==> config.mk <==
export PLATFORM = sky130hd
export DESIGN_NAME = gamepad_change_event_generator_top
export DESIGN_NICKNAME = d
export VERILOG_FILES = /design/src/gcev_pkg.sv /design/src/gcev_front.sv /design/src/gcev_queue.sv /design/src/gcev_back.sv /design/src/gamepad_change_event_generator_top.sv
export SDC_FILE = /design/constraint.sdc
export NUM_CORES = 1
export LEC_CHECK = 0
export ABC_AREA = 1
export ABC_CLOCK_PERIOD_IN_PS = 20500
export BUFFER_PORTS_ARGS = -buffer_cell sky130_fd_sc_hd__buf_4
export CAP_MARGIN = 40
export CORE_ASPECT_RATIO = 1.5
export CORE_MARGIN = 2
export CORE_UTILIZATION = 25
export DETAILED_ROUTE_END_ITERATION = 10
export PLACE_DENSITY = 0.42
export SYNTH_ARGS = -nofsm -noshare
export SYNTH_HDL_FRONTEND = slang
export SYNTH_SLANG_ARGS = --single-unit
export TNS_END_PERCENT = 50
==> constraint.sdc <==
create_clock -name i_clk -period 20.5 [get_ports i_clk]
set_input_delay 3.075 -clock i_clk [delete_from_list [all_inputs] [get_ports i_clk]]
set_output_delay 3.075 -clock i_clk [all_outputs]
set_load 0.05 [all_outputs]
==> src/gcev_pkg.sv <==
// Package for the gamepad change event generator.
// Holds the report, event and work descriptor types and the event codes.
// No dependencies.
`default_nettype none

package gcev_pkg;

    localparam logic [1:0] EV_CONNECT    = 2'd0;
    localparam logic [1:0] EV_DISCONNECT = 2'd1;
    localparam logic [1:0] EV_BUTTON     = 2'd2;
    localparam logic [1:0] EV_AXIS       = 2'd3;

    localparam logic [1:0] AX_LTRIG  = 2'd0;
    localparam logic [1:0] AX_RTRIG  = 2'd1;
    localparam logic [1:0] AX_LTHUMB = 2'd2;
    localparam logic [1:0] AX_RTHUMB = 2'd3;

    // pending-event bit positions, in emit order
    localparam int PEND_W    = 21;
    localparam int PB_CONN   = 0;
    localparam int PB_BTN0   = 1;
    localparam int PB_BTN15  = 16;
    localparam int PB_LTRIG  = 17;
    localparam int PB_RTRIG  = 18;
    localparam int PB_LTHUMB = 19;
    localparam int PB_RTHUMB = 20;
    localparam int PB_W      = 5;

    typedef struct packed {
        logic [1:0]         pad_index;
        logic               pad_present;
        logic [31:0]        packet_number;
        logic [15:0]        buttons;
        logic [7:0]         left_trigger;
        logic [7:0]         right_trigger;
        logic signed [15:0] left_thumb_x;
        logic signed [15:0] left_thumb_y;
        logic signed [15:0] right_thumb_x;
        logic signed [15:0] right_thumb_y;
    } t_report;

    typedef struct packed {
        logic [31:0]        pad_uid;
        logic [1:0]         event_kind;
        logic [3:0]         button_index;
        logic               button_down;
        logic [1:0]         axis_id;
        logic signed [15:0] axis_x;
        logic signed [15:0] axis_y;
        logic               last;
    } t_event;

    typedef struct packed {
        logic [31:0] packet;
        logic [15:0] buttons;
        logic [7:0]  ltrig;
        logic [7:0]  rtrig;
        logic [15:0] lx;
        logic [15:0] ly;
        logic [15:0] rx;
        logic [15:0] ry;
    } t_rec;

    typedef struct packed {
        logic [31:0]       uid;
        logic              connect;
        logic [PEND_W-1:0] pend;
        t_rec              rec;
    } t_desc;

    typedef struct packed {
        logic full;
        logic empty;
    } t_qstat;

endpackage

`default_nettype wire

==> src/gcev_front.sv <==
// Front end: per-pad state, report compare and work descriptor build.
// Depends on gcev_pkg.
`default_nettype none

module gcev_front #(
    parameter int PAD_COUNT = 4
) (
    input  wire logic            i_clk,
    input  wire logic            i_rst_n,
    input  wire logic            i_accept,
    input  gcev_pkg::t_report    i_report,
    output logic                 o_push,
    output gcev_pkg::t_desc      o_desc
);
    import gcev_pkg::*;

    localparam int PIW = (PAD_COUNT > 1) ? $clog2(PAD_COUNT) : 1;

    logic              r_conn [PAD_COUNT];
    logic [31:0]       r_id   [PAD_COUNT];
    t_rec              r_prev [PAD_COUNT];
    logic [31:0]       r_ctr;
    logic [31:0]       n_ctr;

    logic [PIW-1:0]    w_idx;
    logic              w_hit;
    logic              w_conn;
    logic [31:0]       w_id;
    t_rec              w_old;
    t_rec              w_rec;
    logic              w_upd;
    logic              w_new;
    logic              w_disc;
    logic [PEND_W-1:0] w_pend;

    always_comb begin
        w_idx = PIW'(i_report.pad_index);
        w_hit = (32'(i_report.pad_index) < PAD_COUNT);
        w_conn = r_conn[w_idx];
        w_id   = r_id[w_idx];
        w_old  = r_prev[w_idx];
        n_ctr  = r_ctr + 32'd1;

        w_rec.packet  = i_report.packet_number;
        w_rec.buttons = i_report.buttons;
        w_rec.ltrig   = i_report.left_trigger;
        w_rec.rtrig   = i_report.right_trigger;
        w_rec.lx      = i_report.left_thumb_x;
        w_rec.ly      = i_report.left_thumb_y;
        w_rec.rx      = i_report.right_thumb_x;
        w_rec.ry      = i_report.right_thumb_y;

        w_upd  = w_hit && i_report.pad_present;
        w_new  = w_upd && !w_conn;
        w_disc = w_hit && !i_report.pad_present && w_conn;

        w_pend = '0;
        w_pend[PB_CONN] = w_new || w_disc;
        if (w_upd) begin
            w_pend[PB_BTN15:PB_BTN0] = w_rec.buttons ^ w_old.buttons;
            w_pend[PB_LTRIG]  = (w_rec.ltrig != w_old.ltrig);
            w_pend[PB_RTRIG]  = (w_rec.rtrig != w_old.rtrig);
            w_pend[PB_LTHUMB] = (w_rec.lx != w_old.lx) || (w_rec.ly != w_old.ly);
            w_pend[PB_RTHUMB] = (w_rec.rx != w_old.rx) || (w_rec.ry != w_old.ry);
        end

        o_desc.uid     = w_new ? n_ctr : w_id;
        o_desc.connect = i_report.pad_present;
        o_desc.pend    = w_pend;
        o_desc.rec     = w_rec;
        o_push         = i_accept && (|w_pend);
    end

    always_ff @(posedge i_clk) begin
        if (!i_rst_n) begin
            r_ctr <= '0;
            for (int i = 0; i < PAD_COUNT; i++) begin
                r_conn[i] <= 1'b0;
                r_id[i]   <= '0;
                r_prev[i] <= '0;
            end
        end else if (i_accept && w_hit) begin
            if (i_report.pad_present) begin
                r_conn[w_idx] <= 1'b1;
                r_prev[w_idx] <= w_rec;
                if (w_new) begin
                    r_id[w_idx] <= n_ctr;
                    r_ctr       <= n_ctr;
                end
            end else begin
                r_conn[w_idx] <= 1'b0;
            end
        end
    end

endmodule

`default_nettype wire

==> src/gcev_queue.sv <==
// Two-entry queue of work descriptors between front and back end.
// Depends on gcev_pkg.
`default_nettype none

module gcev_queue (
    input  wire logic        i_clk,
    input  wire logic        i_rst_n,
    input  wire logic        i_push,
    input  gcev_pkg::t_desc  i_desc,
    input  wire logic        i_pop,
    output gcev_pkg::t_desc  o_desc,
    output gcev_pkg::t_qstat o_stat
);
    import gcev_pkg::*;

    t_desc      r_mem [2];
    logic       r_wp;
    logic       r_rp;
    logic [1:0] r_cnt;
    logic       w_wr;
    logic       w_rd;

    always_comb begin
        o_stat.full  = (r_cnt == 2'd2);
        o_stat.empty = (r_cnt == 2'd0);
        o_desc       = r_mem[r_rp];
        w_wr         = i_push && !o_stat.full;
        w_rd         = i_pop && !o_stat.empty;
    end

    always_ff @(posedge i_clk) begin
        if (w_wr) begin
            r_mem[r_wp] <= i_desc;
        end
    end

    always_ff @(posedge i_clk) begin
        if (!i_rst_n) begin
            r_wp  <= 1'b0;
            r_rp  <= 1'b0;
            r_cnt <= 2'd0;
        end else begin
            if (w_wr) begin
                r_wp <= ~r_wp;
            end
            if (w_rd) begin
                r_rp <= ~r_rp;
            end
            case ({w_wr, w_rd})
                2'b10: r_cnt <= r_cnt + 2'd1;
                2'b01: r_cnt <= r_cnt - 2'd1;
                default: r_cnt <= r_cnt;
            endcase
        end
    end

endmodule

`default_nettype wire

==> src/gcev_back.sv <==
// Back end: walks the pending-event mask of one descriptor, one beat a cycle
// while the output register is empty or being popped, into the output register. Depends on gcev_pkg.
`default_nettype none

module gcev_back (
    input  wire logic        i_clk,
    input  wire logic        i_rst_n,
    input  gcev_pkg::t_desc  i_desc,
    input  gcev_pkg::t_qstat i_qstat,
    output logic             o_qpop,
    input  wire logic        i_pop,
    output logic             o_empty,
    output gcev_pkg::t_event o_event
);
    import gcev_pkg::*;

    t_desc             r_cur;
    logic [PEND_W-1:0] r_pend;
    logic              r_ovld;
    t_event            r_out;

    logic [PEND_W-1:0] w_low;
    logic [PEND_W-1:0] w_rest;
    logic [PB_W-1:0]   w_bit;
    logic [3:0]        w_bidx;
    logic              w_busy;
    logic              w_emit;
    logic              w_load;
    t_event            w_ev;

    always_comb begin
        w_busy = |r_pend;
        w_low  = r_pend & (~r_pend + PEND_W'(1));
        w_rest = r_pend & ~w_low;
        w_bit  = '0;
        for (int i = 0; i < PEND_W; i++) begin
            if (w_low[i]) begin
                w_bit = PB_W'(i);
            end
        end
        w_bidx = 4'(w_bit - PB_W'(PB_BTN0));
        w_emit = w_busy && (!r_ovld || i_pop);
        w_load = !i_qstat.empty && (!w_busy || (w_emit && (w_rest == '0)));
        o_qpop = w_load;

        w_ev = '0;
        w_ev.pad_uid = r_cur.uid;
        w_ev.last    = (w_rest == '0);
        case (w_bit) inside
            PB_CONN: begin
                w_ev.event_kind = r_cur.connect ? EV_CONNECT : EV_DISCONNECT;
            end
            [PB_BTN0:PB_BTN15]: begin
                w_ev.event_kind   = EV_BUTTON;
                w_ev.button_index = w_bidx;
                w_ev.button_down  = r_cur.rec.buttons[w_bidx];
            end
            PB_LTRIG: begin
                w_ev.event_kind = EV_AXIS;
                w_ev.axis_id    = AX_LTRIG;
                w_ev.axis_x     = {8'd0, r_cur.rec.ltrig};
            end
            PB_RTRIG: begin
                w_ev.event_kind = EV_AXIS;
                w_ev.axis_id    = AX_RTRIG;
                w_ev.axis_x     = {8'd0, r_cur.rec.rtrig};
            end
            PB_LTHUMB: begin
                w_ev.event_kind = EV_AXIS;
                w_ev.axis_id    = AX_LTHUMB;
                w_ev.axis_x     = r_cur.rec.lx;
                w_ev.axis_y     = r_cur.rec.ly;
            end
            PB_RTHUMB: begin
                w_ev.event_kind = EV_AXIS;
                w_ev.axis_id    = AX_RTHUMB;
                w_ev.axis_x     = r_cur.rec.rx;
                w_ev.axis_y     = r_cur.rec.ry;
            end
            default: begin
                w_ev.event_kind = EV_CONNECT;
            end
        endcase

        o_empty = !r_ovld;
        o_event = r_out;
    end

    always_ff @(posedge i_clk) begin
        if (w_load) begin
            r_cur <= i_desc;
        end
        if (w_emit) begin
            r_out <= w_ev;
        end
    end

    always_ff @(posedge i_clk) begin
        if (!i_rst_n) begin
            r_pend <= '0;
            r_ovld <= 1'b0;
        end else begin
            if (w_load) begin
                r_pend <= i_desc.pend;
            end else if (w_emit) begin
                r_pend <= w_rest;
            end
            if (w_emit) begin
                r_ovld <= 1'b1;
            end else if (i_pop) begin
                r_ovld <= 1'b0;
            end
        end
    end

endmodule

`default_nettype wire

==> src/gamepad_change_event_generator_top.sv <==
// Top level of the gamepad change event generator: front end, descriptor
// queue and back end. Depends on gcev_pkg, gcev_front, gcev_queue, gcev_back.
//
//   channel  | handshake            | payload
//   ---------+----------------------+----------------------------
//   report   | push in,  full out   | i_report (gcev_pkg::t_report)
//   event    | pop in,   empty out  | o_event  (gcev_pkg::t_event)
//
// A report is taken every cycle while the descriptor queue has room; the
// front end compares and updates pad state in the accepting cycle.
// Each report yields 0 to 21 events; the back end emits one beat per cycle
// while the output beat is empty or being popped.
// Reset is synchronous and clears pad state, id counter, queue and output valid flag.
// With pop held low the output beat holds, the back end and then the queue
// fill, and full rises once two descriptors wait.
`default_nettype none

module gamepad_change_event_generator_top #(
    parameter int PAD_COUNT = 4
) (
    input  wire logic        i_clk,
    input  wire logic        i_rst_n,
    input  wire logic        push,
    output logic             full,
    input  gcev_pkg::t_report i_report,
    input  wire logic        pop,
    output logic             empty,
    output gcev_pkg::t_event o_event
);
    import gcev_pkg::*;

    logic   w_accept;
    logic   w_qpush;
    logic   w_qpop;
    t_desc  w_fdesc;
    t_desc  w_bdesc;
    t_qstat w_qstat;

    assign full     = w_qstat.full;
    assign w_accept = push && !w_qstat.full;

    gcev_front #(
        .PAD_COUNT (PAD_COUNT)
    ) u_front (
        .i_clk    (i_clk),
        .i_rst_n  (i_rst_n),
        .i_accept (w_accept),
        .i_report (i_report),
        .o_push   (w_qpush),
        .o_desc   (w_fdesc)
    );

    gcev_queue u_queue (
        .i_clk   (i_clk),
        .i_rst_n (i_rst_n),
        .i_push  (w_qpush),
        .i_desc  (w_fdesc),
        .i_pop   (w_qpop),
        .o_desc  (w_bdesc),
        .o_stat  (w_qstat)
    );

    gcev_back u_back (
        .i_clk   (i_clk),
        .i_rst_n (i_rst_n),
        .i_desc  (w_bdesc),
        .i_qstat (w_qstat),
        .o_qpop  (w_qpop),
        .i_pop   (pop),
        .o_empty (empty),
        .o_event (o_event)
    );

    a_queue_state: assert property (@(posedge i_clk) disable iff (!i_rst_n)
        !(w_qstat.full && w_qstat.empty))
        else $error("queue reports full and empty at once");

    a_reset_empty: assert property (@(posedge i_clk)
        !i_rst_n |=> empty)
        else $error("output not empty after reset");

    a_burst_cont: assert property (@(posedge i_clk) disable iff (!i_rst_n)
        (pop && !empty && !o_event.last) |=> !empty)
        else $error("event burst broken before its last beat");

    a_no_pop_empty: assert property (@(posedge i_clk) disable iff (!i_rst_n)
        w_qpop |-> !w_qstat.empty)
        else $error("back end pulled from an empty queue");

endmodule

`default_nettype wire

==> metrics.cfg <==
[worst_setup_path]
max_stage_delay_ns = 0.68
start_kind = input port
crit_top_cell = nand2_1
critical_path_required_ns = 20.85
criticalPathCategory = input port to flip-flop
rrSetupSlack_ns = 15.25
cpMaxStageDelayCell = buf_4
rr_worst_depth = 15
crit_path_cell_trace = clkbuf_8 > inv_8 > buf_16 > buf_4 > buf_4 > nand2_1 > nand3_1 > nand2_1 > xor2_1 > nor3_1 > nand2_1 > nor2_1 > nand2_1 > nand2_1 > nand3_1 > nand2_1 > nor2_4 > buf_4 > buf_4
cp.arrival_ns = 9.24
rr_startpoint = u_back.r_pend[5]$_SDFFE_PN0P_
worstPathMaxFanout = 89
r2r_end = u_back.r_cur[10]$_DFFE_PP_
cp-end-kind = flip-flop

[synth]
syn_nets = 4048
ys_warn_count = 0
yosysUniqueCellTypes = 47
synth-edff-count = 1016
ys_seq_area_frac = 0.698
synth_area_per_cell_um2 = 11.7
synthArstFlopShare = 0
synthCells = 3904
ys_seq_elements = 1078
synth_area_um2 = 45500
synth_ff_type = edfxtp_1

[timing]
rsz0062_at_grt = false
slew_headroom = 0.409
setup_tns_ns = 0
finalMaxSlewViolations = 0
min_period_ns = 8.90
finalCritPeriodShare = 0.434
setup_viol = 0
hold_violations = 0
clock-skew-final_ns = 0.0351
worst_slew_pin_slew_ns = 0.886
fmax_ghz = 0.112

[clocking]
post_cts.repair.setup_buffers = 0
path_clk_slew_ns = 0.06
htreeDepth = 3
post_cts_resized = 0
worstSkewPairLatency_ns = 0.73
clock_sinks = 1078
cts_tree = yes
clockBufferDepth = 3
cts.root.buffer_cell = clkbuf_16
cts_buffers = 111
hold_buffers = 0

[global_routing]
grt_usage = 0.139
grt_pass1_vias = 29772
grt_pass1_wl_mm = 194
gr-total-overflow = 0
grt_max_degree = 93
antenna_found_initial = 16

[route]
ant_nets = 0
drt_iter0_markers = 1522
firstDrtPassIters = 5
wl_per_cell_um = 19.9
drcViolationCount = 0
vias = 28665
viasPerCell = 4.37
routed_wl_mm = 131

[layout]
synthToLayoutAreaGrowth_pct = 17.7
nNetsFinal = 4201
drive_above_1_share = 0.150
fin_util = 0.296
layout_common_cells = edfxtp_1 (1,016), nand2_1 (733), nor2_1 (596)
final_common_cell = edfxtp_1

[placed_design]
port_buffers = 178
gp_routability_congestion = 0.750
post-dp-hpwl_mm = 77.8

[power_and_ir_drop]
p_leak_nw = 19.6
powerDensity_nw_per_um2 = 122
vdd_ir_drop_max_uv = 118
power.total_mw = 6.55

[floorplanning]
die_area_um2 = 185000
num_rows = 191
start_util = 0.252
die_h_um = 526
ios = 211
die_x_um = 352
fp.coreArea_um2 = 181000

[worst_hold_path]
hold_class = flip-flop to flip-flop
holdPathEnd = u_back.o_event[45]$_DFFE_PP_
hp-start = u_back.r_cur[153]$_DFFE_PP_
whs_path_depth = 0

[outcome]
run_status = finished clean

[job]
max_cap_violations = 0

-- kinds of logic after synthesis --
kind of cell,share of synthesized area
and+or+nand+nor,0.168
AOI/OAI and AO/OA,0.0341
xor gates and xnor gates,0.0187
buffers and inverters,0.0417
muxes,0.0371
DFF,0.698
adders and majority gates,0.00248
-- Yosys cell counts, drive strengths merged (3+ instances only) --
library cell / count / share of area
mux2i: 3 / 0.00066
ha: 9 / 0.0025
xor2: 97 / 0.019
o31ai: 5 / 0.00083
nand3: 298 / 0.033
inv: 281 / 0.023
dfxtp: 62 / 0.027
o22ai: 50 / 0.0069
buf: 56 / 0.0065
nor3: 127 / 0.014
o21ai: 127 / 0.014
nand2: 747 / 0.062
a31o: 7 / 0.0013
o211ai: 8 / 0.0013
clkbuf: 144 / 0.012
a22o: 24 / 0.0046
mux2: 147 / 0.036
a21oi: 33 / 0.0036
nor2: 627 / 0.054
edfxtp: 1016 / 0.67
nand4: 18 / 0.0028
-- through the flow --
step	hold slack [ns]	instance area, um2	setup slack (ns)	cells
floorplan	0.400	45500	8.46	3904
global route	0.428	53600	11.14	6561
CTS	0.425	53500	11.39	6560
finish	0.423	53600	11.60	6565
global placement	0.404	49400	10.57	6333
detailed placement	0.405	50000	10.54	6356
-- flip-flops by register name, summed over array words and instances (netlist names), named ones only --
signal	count
u_back.o_event	74
u_back.r_cur	129
u_back.r_ovld	1
u_back.r_pend	21
u_front.r_conn	4
u_front.r_ctr	32
u_front.r_id	128
u_front.r_prev	384
u_queue.r_cnt	2
u_queue.r_mem	300
u_queue.r_rp	1
u_queue.r_wp	1
-- critical path, delay by kind of cell --
family	cells	cell delay [ns]
buffers and inverters	7	3.85
xor gates and xnor gates	1	0.20
and+or+nand+nor	11	1.78
-- per-layer routing --
metal	global-route usage	vias up	share of wire
met5	0	-	0.00092
met4	0.0405	18	0.022
met2	0.261	450	0.53
met1	0.161	14312	0.41
li1	-	13729	-
met3	0.0224	156	0.040
-- power by group --
part / total, mW / switching, mW / internal, mW
logic: 1.52 / 1.12 / 0.396
registers: 3.00 / 0.117 / 2.88
clock network: 2.04 / 0.885 / 1.15
-- area by class of cell --
| cell class | count | area [um2] |
|---|---|---|
| diodes | 5 | 12.5 |
| clock buffers | 139 | 2930 |
| clock inverters | 65 | 652 |
| fillers | 18765 | 127000 |
| inverters | 282 | 1080 |
| multi-input cells | 2344 | 11900 |
| flip-flops and latches | 1078 | 31800 |
| well taps | 2412 | 3020 |
| repair buffers | 240 | 2190 |
-- worst max path at each step --
stage | start | endpoint | slack, ns
2_1_floorplan | i_report[129] | u_queue.r_mem[0][0]$_DFFE_PP_ | 8.46
3_3_place_gp | i_report[129] | u_queue.r_mem[0][66]$_DFFE_PP_ | 10.57
3_5_place_dp | i_report[129] | u_queue.r_mem[0][66]$_DFFE_PP_ | 10.54
4_1_cts | i_report[129] | u_queue.r_mem[0][71]$_DFFE_PP_ | 11.39
5_1_grt | i_report[129] | u_queue.r_mem[0][71]$_DFFE_PP_ | 11.14
6_report | i_report[129] | u_queue.r_mem[0][71]$_DFFE_PP_ | 11.60
No activity file was read; power rests on OpenSTA's default activity.
